<file path="src/hdl/tts_pkg.sv">
package tts_pkg;

  localparam int MAX_JETS    = 16;
  localparam int CNT_W       = $clog2(MAX_JETS + 1);
  localparam int IDX_W       = 5;
  localparam int ETA_W       = 16;
  localparam int PHI_W       = 15;
  localparam int SCORE_W     = 16;
  localparam int SEP_W       = 15;
  localparam int THR_W       = 2 * SEP_W;
  localparam int DE_W        = ETA_W + 1;
  localparam int DP_W        = PHI_W + 1;
  localparam int DE_SQ_W     = 2 * DE_W;
  localparam int DP_SQ_W     = 30;
  localparam int PI_FX       = 12868;
  localparam int TWO_PI_FX   = 2 * PI_FX;
  localparam int SEP_RESET   = 3277;
  localparam int QUEUE_DEPTH = 4;
  localparam int QPTR_W      = $clog2(QUEUE_DEPTH);
  localparam int QCNT_W      = $clog2(QUEUE_DEPTH + 1);

  localparam logic [IDX_W-1:0] IDX_NONE = '1;

  typedef struct packed {
    logic [SCORE_W-1:0] score;
    logic               take;
    logic               last;
    logic [IDX_W-1:0]   idx;
  } tts_item_t;

  typedef struct packed {
    logic full;
    logic empty;
  } tts_qstat_t;

  typedef struct packed {
    logic [IDX_W-1:0] first_index;
    logic [IDX_W-1:0] second_index;
  } tts_result_t;

endpackage

</file>
<file path="src/hdl/tts_front.sv">
module tts_front (
  input  logic                     clk,
  input  logic                     rst_n,
  input  logic                     in_push,
  output logic                     in_full,
  input  logic signed [15:0]       in_ref_eta,
  input  logic signed [14:0]       in_ref_phi,
  input  logic signed [15:0]       in_jet_eta,
  input  logic signed [14:0]       in_jet_phi,
  input  logic [15:0]              in_score,
  input  logic                     in_good,
  input  logic                     in_last,
  input  logic                     cfg_valid,
  output logic                     cfg_ready,
  input  logic [14:0]              cfg_min_separation,
  input  tts_pkg::tts_qstat_t      qstat,
  output logic                     q_push,
  output tts_pkg::tts_item_t       q_item
);
  import tts_pkg::*;

  logic [SEP_W-1:0]         min_sep_r;
  logic [THR_W-1:0]         thr_sq_r;
  logic [THR_W-1:0]         thr_sq_nxt;
  logic [CNT_W-1:0]         cnt_r;
  logic                     adv;
  logic                     accept;
  logic                     in_range;

  logic signed [DE_W-1:0]   de_s;
  logic [DE_W-1:0]          de_abs;
  logic signed [DP_W-1:0]   dp_s;
  logic [DP_W-1:0]          dp_abs;
  logic signed [DE_W-1:0]   dp_fold;

  logic                     s1_v_r;
  logic [DE_W-1:0]          s1_de_r;
  logic signed [DE_W-1:0]   s1_dp_r;
  logic [SCORE_W-1:0]       s1_score_r;
  logic                     s1_keep_r;
  logic                     s1_last_r;
  logic [IDX_W-1:0]         s1_idx_r;

  logic [DE_SQ_W-1:0]       de_sq;
  logic signed [DE_SQ_W-1:0] dp_sq_full;

  logic                     s2_v_r;
  logic [DE_SQ_W-1:0]       s2_de_sq_r;
  logic [DP_SQ_W-1:0]       s2_dp_sq_r;
  logic [SCORE_W-1:0]       s2_score_r;
  logic                     s2_keep_r;
  logic                     s2_last_r;
  logic [IDX_W-1:0]         s2_idx_r;

  logic [DE_SQ_W-1:0]       d2;

  assign cfg_ready  = 1'b1;
  assign thr_sq_nxt = min_sep_r * min_sep_r;

  always_ff @(posedge clk) begin
    if (!rst_n) begin
      min_sep_r <= SEP_W'(SEP_RESET);
      thr_sq_r  <= THR_W'(SEP_RESET * SEP_RESET);
    end else begin
      if (cfg_valid) begin
        min_sep_r <= cfg_min_separation;
      end
      thr_sq_r <= thr_sq_nxt;
    end
  end

  assign adv      = !(s2_v_r && qstat.full);
  assign in_full  = !adv;
  assign accept   = in_push && adv;
  assign in_range = cnt_r < CNT_W'(MAX_JETS);

  always_ff @(posedge clk) begin
    if (!rst_n) begin
      cnt_r <= '0;
    end else if (accept) begin
      if (in_last) begin
        cnt_r <= '0;
      end else if (in_range) begin
        cnt_r <= cnt_r + 1'b1;
      end
    end
  end

  assign de_s   = DE_W'(in_jet_eta) - DE_W'(in_ref_eta);
  assign de_abs = de_s[DE_W-1] ? DE_W'(-de_s) : DE_W'(de_s);
  assign dp_s   = DP_W'(in_jet_phi) - DP_W'(in_ref_phi);
  assign dp_abs = dp_s[DP_W-1] ? DP_W'(-dp_s) : DP_W'(dp_s);

  always_comb begin
    if (dp_abs >= DP_W'(PI_FX)) begin
      dp_fold = DE_W'(TWO_PI_FX) - DE_W'(dp_abs);
    end else begin
      dp_fold = DE_W'(dp_abs);
    end
  end

  always_ff @(posedge clk) begin
    if (!rst_n) begin
      s1_v_r <= 1'b0;
      s2_v_r <= 1'b0;
    end else if (adv) begin
      s1_v_r <= accept;
      s2_v_r <= s1_v_r;
    end
  end

  assign de_sq      = s1_de_r * s1_de_r;
  assign dp_sq_full = s1_dp_r * s1_dp_r;

  always_ff @(posedge clk) begin
    if (adv) begin
      s1_de_r    <= de_abs;
      s1_dp_r    <= dp_fold;
      s1_score_r <= in_score;
      s1_keep_r  <= in_good && in_range;
      s1_last_r  <= in_last;
      s1_idx_r   <= IDX_W'(cnt_r);
      s2_de_sq_r <= de_sq;
      s2_dp_sq_r <= dp_sq_full[DP_SQ_W-1:0];
      s2_score_r <= s1_score_r;
      s2_keep_r  <= s1_keep_r;
      s2_last_r  <= s1_last_r;
      s2_idx_r   <= s1_idx_r;
    end
  end

  assign d2 = s2_de_sq_r + DE_SQ_W'(s2_dp_sq_r);

  assign q_push       = s2_v_r && adv;
  assign q_item.score = s2_score_r;
  assign q_item.take  = s2_keep_r && (d2 > DE_SQ_W'(thr_sq_r));
  assign q_item.last  = s2_last_r;
  assign q_item.idx   = s2_idx_r;

endmodule

</file>
<file path="src/hdl/tts_queue.sv">
module tts_queue (
  input  logic                 clk,
  input  logic                 rst_n,
  input  logic                 push,
  input  tts_pkg::tts_item_t   item_in,
  input  logic                 pop,
  output tts_pkg::tts_item_t   item_out,
  output tts_pkg::tts_qstat_t  qstat
);
  import tts_pkg::*;

  tts_item_t         mem_r [QUEUE_DEPTH];
  logic [QPTR_W-1:0] wr_ptr_r;
  logic [QPTR_W-1:0] rd_ptr_r;
  logic [QCNT_W-1:0] cnt_r;
  logic              do_push;
  logic              do_pop;

  assign qstat.full  = cnt_r == QCNT_W'(QUEUE_DEPTH);
  assign qstat.empty = cnt_r == '0;
  assign do_push     = push && !qstat.full;
  assign do_pop      = pop && !qstat.empty;
  assign item_out    = mem_r[rd_ptr_r];

  always_ff @(posedge clk) begin
    if (do_push) begin
      mem_r[wr_ptr_r] <= item_in;
    end
  end

  always_ff @(posedge clk) begin
    if (!rst_n) begin
      wr_ptr_r <= '0;
      rd_ptr_r <= '0;
      cnt_r    <= '0;
    end else begin
      if (do_push) begin
        wr_ptr_r <= (wr_ptr_r == QPTR_W'(QUEUE_DEPTH - 1)) ? '0 : wr_ptr_r + 1'b1;
      end
      if (do_pop) begin
        rd_ptr_r <= (rd_ptr_r == QPTR_W'(QUEUE_DEPTH - 1)) ? '0 : rd_ptr_r + 1'b1;
      end
      if (do_push && !do_pop) begin
        cnt_r <= cnt_r + 1'b1;
      end else if (do_pop && !do_push) begin
        cnt_r <= cnt_r - 1'b1;
      end
    end
  end

`ifndef SYNTHESIS
  a_cnt_bound: assert property (@(posedge clk) disable iff (!rst_n)
    cnt_r <= QCNT_W'(QUEUE_DEPTH))
    else $error("queue count beyond depth");
  a_no_push_full: assert property (@(posedge clk) disable iff (!rst_n)
    !(push && qstat.full))
    else $error("push into full queue");
  a_no_pop_empty: assert property (@(posedge clk) disable iff (!rst_n)
    !(pop && qstat.empty))
    else $error("pop from empty queue");
`endif

endmodule

</file>
<file path="src/hdl/tts_back.sv">
module tts_back (
  input  logic                 clk,
  input  logic                 rst_n,
  input  tts_pkg::tts_qstat_t  qstat,
  input  tts_pkg::tts_item_t   q_item,
  output logic                 q_pop,
  output logic                 out_empty,
  input  logic                 out_pop,
  output logic signed [4:0]    out_first_index,
  output logic signed [4:0]    out_second_index
);
  import tts_pkg::*;

  logic [SCORE_W-1:0] best_score_r;
  logic [SCORE_W-1:0] run_score_r;
  logic [IDX_W-1:0]   best_slot_r;
  logic [IDX_W-1:0]   run_slot_r;
  logic               best_v_r;
  logic               run_v_r;

  logic [SCORE_W-1:0] best_score_nxt;
  logic [SCORE_W-1:0] run_score_nxt;
  logic [IDX_W-1:0]   best_slot_nxt;
  logic [IDX_W-1:0]   run_slot_nxt;
  logic               best_v_nxt;
  logic               run_v_nxt;

  logic [SCORE_W-1:0] upd_best_score;
  logic [SCORE_W-1:0] upd_run_score;
  logic [IDX_W-1:0]   upd_best_slot;
  logic [IDX_W-1:0]   upd_run_slot;
  logic               upd_best_v;
  logic               upd_run_v;

  logic               gt_best;
  logic               gt_run;

  tts_result_t        ob_mem_r [2];
  logic [1:0]         ob_cnt_r;
  logic               ob_wr_r;
  logic               ob_rd_r;
  logic               ob_full;
  logic               ob_push;
  logic               ob_pop;
  tts_result_t        res;

  assign ob_full   = ob_cnt_r == 2'd2;
  assign out_empty = ob_cnt_r == 2'd0;
  assign q_pop     = !qstat.empty && (!q_item.last || !ob_full);
  assign ob_push   = q_pop && q_item.last;
  assign ob_pop    = out_pop && !out_empty;

  assign gt_best = !best_v_r || (q_item.score > best_score_r);
  assign gt_run  = !run_v_r || (q_item.score > run_score_r);

  always_comb begin
    upd_best_score = best_score_r;
    upd_run_score  = run_score_r;
    upd_best_slot  = best_slot_r;
    upd_run_slot   = run_slot_r;
    upd_best_v     = best_v_r;
    upd_run_v      = run_v_r;
    if (q_pop && q_item.take) begin
      priority if (gt_best) begin
        upd_run_score  = best_score_r;
        upd_run_slot   = best_slot_r;
        upd_run_v      = best_v_r;
        upd_best_score = q_item.score;
        upd_best_slot  = q_item.idx;
        upd_best_v     = 1'b1;
      end else if (gt_run) begin
        upd_run_score = q_item.score;
        upd_run_slot  = q_item.idx;
        upd_run_v     = 1'b1;
      end
    end
    res.first_index  = upd_best_slot;
    res.second_index = upd_run_slot;
    best_score_nxt = upd_best_score;
    run_score_nxt  = upd_run_score;
    if (ob_push) begin
      best_slot_nxt = IDX_NONE;
      run_slot_nxt  = IDX_NONE;
      best_v_nxt    = 1'b0;
      run_v_nxt     = 1'b0;
    end else begin
      best_slot_nxt = upd_best_slot;
      run_slot_nxt  = upd_run_slot;
      best_v_nxt    = upd_best_v;
      run_v_nxt     = upd_run_v;
    end
  end

  always_ff @(posedge clk) begin
    if (!rst_n) begin
      best_slot_r <= IDX_NONE;
      run_slot_r  <= IDX_NONE;
      best_v_r    <= 1'b0;
      run_v_r     <= 1'b0;
    end else begin
      best_slot_r <= best_slot_nxt;
      run_slot_r  <= run_slot_nxt;
      best_v_r    <= best_v_nxt;
      run_v_r     <= run_v_nxt;
    end
  end

  always_ff @(posedge clk) begin
    best_score_r <= best_score_nxt;
    run_score_r  <= run_score_nxt;
  end

  always_ff @(posedge clk) begin
    if (ob_push) begin
      ob_mem_r[ob_wr_r] <= res;
    end
  end

  always_ff @(posedge clk) begin
    if (!rst_n) begin
      ob_cnt_r <= '0;
      ob_wr_r  <= 1'b0;
      ob_rd_r  <= 1'b0;
    end else begin
      if (ob_push) begin
        ob_wr_r <= !ob_wr_r;
      end
      if (ob_pop) begin
        ob_rd_r <= !ob_rd_r;
      end
      if (ob_push && !ob_pop) begin
        ob_cnt_r <= ob_cnt_r + 1'b1;
      end else if (ob_pop && !ob_push) begin
        ob_cnt_r <= ob_cnt_r - 1'b1;
      end
    end
  end

  assign out_first_index  = ob_mem_r[ob_rd_r].first_index;
  assign out_second_index = ob_mem_r[ob_rd_r].second_index;

`ifndef SYNTHESIS
  a_ob_bound: assert property (@(posedge clk) disable iff (!rst_n)
    ob_cnt_r <= 2'd2)
    else $error("result buffer count beyond depth");
  a_clear_after_last: assert property (@(posedge clk) disable iff (!rst_n)
    ob_push |=> !best_v_r && !run_v_r && best_slot_r == IDX_NONE)
    else $error("selection not cleared after last beat");
  a_run_needs_best: assert property (@(posedge clk) disable iff (!rst_n)
    run_v_r |-> best_v_r && (run_score_r <= best_score_r))
    else $error("runner-up held without a better best");
`endif

endmodule

</file>
<file path="src/hdl/top_two_score_with_separation_veto_unit.sv">
// Channel  Direction  Handshake            Beat
// in_      input      in_push / in_full    ref/jet eta and phi, score, good, last
// out_     output     out_empty / out_pop  first_index, second_index
// cfg_     input      cfg_valid/cfg_ready  min_separation
//
// One input beat per cycle while in_full is low; a result passes s1, s2, queue and buffer.
// Front pipeline: difference and phi fold, two squares, threshold compare into a 4-deep queue.
// Back: one top-two update per cycle unless a last jet meets a full 2-entry result buffer.
// rst_n is synchronous; in_full rises only when the queue is full behind a stalled output.
module top_two_score_with_separation_veto_unit (
  input  logic               clk,
  input  logic               rst_n,
  input  logic               in_push,
  output logic               in_full,
  input  logic signed [15:0] in_ref_eta,
  input  logic signed [14:0] in_ref_phi,
  input  logic signed [15:0] in_jet_eta,
  input  logic signed [14:0] in_jet_phi,
  input  logic [15:0]        in_score,
  input  logic               in_good,
  input  logic               in_last,
  output logic               out_empty,
  input  logic               out_pop,
  output logic signed [4:0]  out_first_index,
  output logic signed [4:0]  out_second_index,
  input  logic               cfg_valid,
  output logic               cfg_ready,
  input  logic [14:0]        cfg_min_separation
);
  import tts_pkg::*;

  tts_qstat_t qstat;
  tts_item_t  push_item;
  tts_item_t  head_item;
  logic       q_push;
  logic       q_pop;

  tts_front u_front (
    .clk                (clk),
    .rst_n              (rst_n),
    .in_push            (in_push),
    .in_full            (in_full),
    .in_ref_eta         (in_ref_eta),
    .in_ref_phi         (in_ref_phi),
    .in_jet_eta         (in_jet_eta),
    .in_jet_phi         (in_jet_phi),
    .in_score           (in_score),
    .in_good            (in_good),
    .in_last            (in_last),
    .cfg_valid          (cfg_valid),
    .cfg_ready          (cfg_ready),
    .cfg_min_separation (cfg_min_separation),
    .qstat              (qstat),
    .q_push             (q_push),
    .q_item             (push_item)
  );

  tts_queue u_queue (
    .clk      (clk),
    .rst_n    (rst_n),
    .push     (q_push),
    .item_in  (push_item),
    .pop      (q_pop),
    .item_out (head_item),
    .qstat    (qstat)
  );

  tts_back u_back (
    .clk              (clk),
    .rst_n            (rst_n),
    .qstat            (qstat),
    .q_item           (head_item),
    .q_pop            (q_pop),
    .out_empty        (out_empty),
    .out_pop          (out_pop),
    .out_first_index  (out_first_index),
    .out_second_index (out_second_index)
  );

endmodule

</file>
<file path="config.mk">
export PLATFORM = sky130hd
export DESIGN_NAME = top_two_score_with_separation_veto_unit
export DESIGN_NICKNAME = d
export VERILOG_FILES = /design/src/hdl/tts_pkg.sv /design/src/hdl/tts_front.sv /design/src/hdl/tts_queue.sv /design/src/hdl/tts_back.sv /design/src/hdl/top_two_score_with_separation_veto_unit.sv
export SDC_FILE = /design/constraint.sdc
export NUM_CORES = 2
export LEC_CHECK = 0
export BUFFER_PORTS_ARGS = -buffer_cell sky130_fd_sc_hd__buf_2
export CAP_MARGIN = 20
export CORE_ASPECT_RATIO = 1.2
export CORE_MARGIN = 5
export CORE_UTILIZATION = 65
export CTS_CLUSTER_SIZE = 24
export DETAILED_ROUTE_END_ITERATION = 10
export PLACE_DENSITY = 0.83
export SLEW_MARGIN = 15
export SYNTH_ARGS = -nofsm -noshare
export SYNTH_HDL_FRONTEND = slang
export SYNTH_SLANG_ARGS = --single-unit
</file>
<file path="constraint.sdc">
create_clock -name clk -period 8.4 [get_ports clk]
set_input_delay 0.84 -clock clk [delete_from_list [all_inputs] [get_ports clk]]
set_output_delay 0.84 -clock clk [all_outputs]
set_load 0.05 [all_outputs]
</file>
==> impl_metrics.ini <==
[run_status]
status = finished, final reports clean

[drt]
first_iter_violations = 2088
ant_nets = 0
wire_per_inst_um = 17.6
dr.pass1.iters = 7
via_per_inst = 5.69
vias = 27900
drc = 0
routed_wirelength_um = 86500

[worst_setup_path]
critPathRequiredTime_ns = 8.70
slowest_stage = a2111oi_0
critical_path.cell_chain = nand2_1, fa_1, inv_1, fa_1, inv_1, fa_1, inv_1, fa_1, fa_1, inv_1, fa_1, inv_1, ha_1, a21o_1, a21oi_1, o21ai_0, o21ai_0, a2111oi_0, nor4_1, o31ai_1, o41ai_1, o21bai_1, a21oi_1, xnor2_1
critical_path_class = flip-flop to flip-flop
crit_path_start_kind = flip-flop
crit_top_cell = fa_1
cp_max_fo = 17
cpPeakStageDelay_ns = 0.93
critPathArrivalTime_ns = 8.01
crit_buf_inv = 5
crit_path_end_kind = flip-flop
cp_top_family = adder cells

[floorplan]
dieArea_um2 = 67900
dieWidth_um = 239
initial_utilization_pct = 65.7
coreArea_um2 = 62100
rows = 100
die_height_um = 284
io_pins = 113

[cells_and_area]
syn2layout_area_growth_pct = 6.25
nets = 5145
drive_gt1_share_pct = 6.38
diodes = 0
fillCellCount = 4449
final_util_pct = 69.8
fin_cells = 4907

[logic_synthesis]
synth-main-ff-cell = edfxtp_1
async_flop_share_pct = 0
syn_nets = 5075
syn_avg_cell_area_um2 = 10.2
synthCells = 3992
synth.distinct_cells = 92
synthTopCellsByArea = fa_1 28%, edfxtp_1 21%, ha_1 13%
ys_seq_area_share_pct = 24.8
synth_top_area_share_pct = 28.1
synth-edff-count = 286
yosys_warnings = 0
yosys_register_bits = 363
post-synth-top-area-cell = fa_1
syn_area_um2 = 40800

[job]
drv_cap = 0

[cts]
clk_pin_slew_ns = 0.07
cts_tree = done
root_buffer = clkbuf_16
hold_buffers = 0
clkLatencyLatePin_ns = 0.58
cts.sinks = 363
cts_resized = 0
cts_buffers = 37
cts.path.max_buffers = 3
htreeDepth = 2
post_cts_buffers = 0

[timing]
final-hold-violation-count = 0
tightest_slew_ns = 1.04
skew_ns = 0.0256
post-route-period-util_pct = 91.8
finalMaxSlewViolations = 0
max_freq_ghz = 0.130
setup_viol = 0
tns_ns = 0
period_needed_ns = 7.71
rsz0062_at_grt = false
maxSlewHeadroom_pct = 29.0

[placement]
dp_cells = 4839
dp_hpwl_um = 66400
place.port_buffers = 111
place_congestion = 0.899

[global_route]
grt_pass1_vias = 30100
grt_util_met3_pct = 2.93
grt_pass1_wl_um = 145000
use_met2_pct = 48.5
grt_antenna_before_repair = 0
overflow = 0
grt_start_max_net_pins = 75
global_route.usage.met1_pct = 30.7
busiest_layer = met2
grt_usage_pct = 26.1

[hold_path]
hp-class = flip-flop to flip-flop
kinds of logic (layout without fill, tap and decap cells):
group	after synthesis	after routing	synth area share [%]
buffers and inverters	1010	1109	9.35
adder cells (fa/ha/maj)	983	983	40.7
AND/OR/NAND/NOR	910	910	11.0
AO/OA/AOI/OAI	469	469	7.64
flip-flops	363	363	24.8
XOR/XNOR	194	194	4.20
multiplexers	62	62	2.29
other	1	1	0.00920
placed cells by master (no fill, tap or decap), types with 7 or more instances in the layout:
cell type,count
a2111oi_0,7
a211o_1,7
a211oi_1,9
a21boi_0,8
a21o_1,62
a21oi_1,132
a31oi_1,12
and2_1,170
and3_1,15
buf_2,111
buf_4,12
clkbuf_1,10
clkbuf_16,38
dfxtp_1,77
edfxtp_1,286
fa_1,572
ha_1,411
inv_1,916
mux2_2,18
mux2i_1,20
mux4_2,23
nand2_1,314
nand2b_1,36
nand3_1,34
nand4_1,21
nor2_1,167
nor2b_1,37
nor3_1,43
nor4_1,8
o211ai_1,13
o21a_1,27
o21ai_0,91
o21bai_1,15
o22ai_1,7
or2_2,11
or3_1,21
xnor2_1,141
xor2_1,51
cell usage after synthesis, types with 7 or more instances:
| master | number |
|---|---|
| nand2_1 | 314 |
| nor4_1 | 8 |
| nand2b_1 | 36 |
| o22ai_1 | 7 |
| o211ai_1 | 13 |
| mux2i_1 | 20 |
| dfxtp_1 | 77 |
| or2_2 | 11 |
| inv_1 | 916 |
| a21boi_0 | 8 |
| a31oi_1 | 12 |
| a211oi_1 | 9 |
| nor3_1 | 43 |
| nand3_1 | 35 |
| a21o_1 | 62 |
| fa_1 | 572 |
| and3_1 | 15 |
| a211o_1 | 7 |
| a21oi_1 | 132 |
| ha_1 | 411 |
| mux2_2 | 18 |
| edfxtp_1 | 286 |
| nor2b_1 | 37 |
| nor2_1 | 167 |
| mux4_2 | 23 |
| xor2_1 | 51 |
| and2_1 | 170 |
| nand4_1 | 21 |
| clkbuf_1 | 83 |
| o21ai_0 | 91 |
| or3_1 | 21 |
| o21bai_1 | 15 |
| a2111oi_0 | 7 |
| o21a_1 | 27 |
| xnor2_1 | 141 |
final cells by class:
type | count | area, µm² | share of cell area, %
Inverter | 918 | 3450 | 7.95
Sequential cell | 363 | 10100 | 23.4
Tap cell | 816 | 1020 | 2.36
Multi-Input combinational cell | 2619 | 26800 | 62.0
Clock inverter | 17 | 205 | 0.474
Timing Repair Buffer | 123 | 646 | 1.49
Clock buffer | 51 | 1030 | 2.38
worst reg2reg max path, cell delays in order, from the launching register on:
cell and delay, ns:
edfxtp_1 0.77, nand2_1 0.24, fa_1 0.60, inv_1 0.06
fa_1 0.53, inv_1 0.05, fa_1 0.39, inv_1 0.09
fa_1 0.44, fa_1 0.54, inv_1 0.05, fa_1 0.51
inv_1 0.05, ha_1 0.37, a21o_1 0.15, a21oi_1 0.07
o21ai_0 0.39, o21ai_0 0.21, a2111oi_0 0.93, nor4_1 0.16
o31ai_1 0.35, o41ai_1 0.16, o21bai_1 0.14, a21oi_1 0.09
xnor2_1 0.12
path summary, 6_finish.rpt:
check / from / end / slack (ns) / depth (start not counted)
worst max-delay path: u_front.s1_de_r[7] / u_front.s2_de_sq_r[33] / 0.69 / 24
worst min register to register: u_front.s1_score_r[2] / u_front.s2_score_r[2] / 0.42 / 0
worst max register to register: u_front.s1_de_r[7] / u_front.s2_de_sq_r[33] / 0.69 / 24
worst min-delay path: u_front.s1_score_r[2] / u_front.s2_score_r[2] / 0.42 / 0
state kept, by name, summed over array words and instances, names as in the netlist, 2 cells and up, named ones only:
register and count:
u_queue.mem_r 92, u_front.s2_de_sq_r 33, u_front.s2_dp_sq_r 29, u_front.thr_sq_r 29
u_back.ob_mem_r 20, u_front.s1_de_r 17, u_front.s1_dp_r 17, u_back.best_score_r 16
u_back.run_score_r 16, u_front.s1_score_r 16, u_front.s2_score_r 16, u_front.min_sep_r 15
u_back.best_slot_r 5, u_back.run_slot_r 5, u_front.cnt_r 5, u_front.s1_idx_r 5
u_front.s2_idx_r 5, u_queue.cnt_r 3, u_back.ob_cnt_r 2, u_queue.rd_ptr_r 2
u_queue.wr_ptr_r 2
layer usage:
layer  wire, µm  vias to the layer above
li1           -                    12900
met4       3960                        0
met5          0                        -
met1      31700                    13900
met3       4030                      280
met2      46800                      882
stage by stage:
stage               worst slack [ns]  hold slack, ns  instance area (µm²)
global route                   0.243           0.431                43300
global placement                1.08           0.401                42100
detailed placement             0.862           0.405                42100
finish                         0.690           0.420                43300
floorplan                       1.92           0.400                40800
CTS                            0.814           0.418                43300
Power is not shown: default switching activity piles up to over one toggle a cycle in this logic, so the estimate is an artifact.
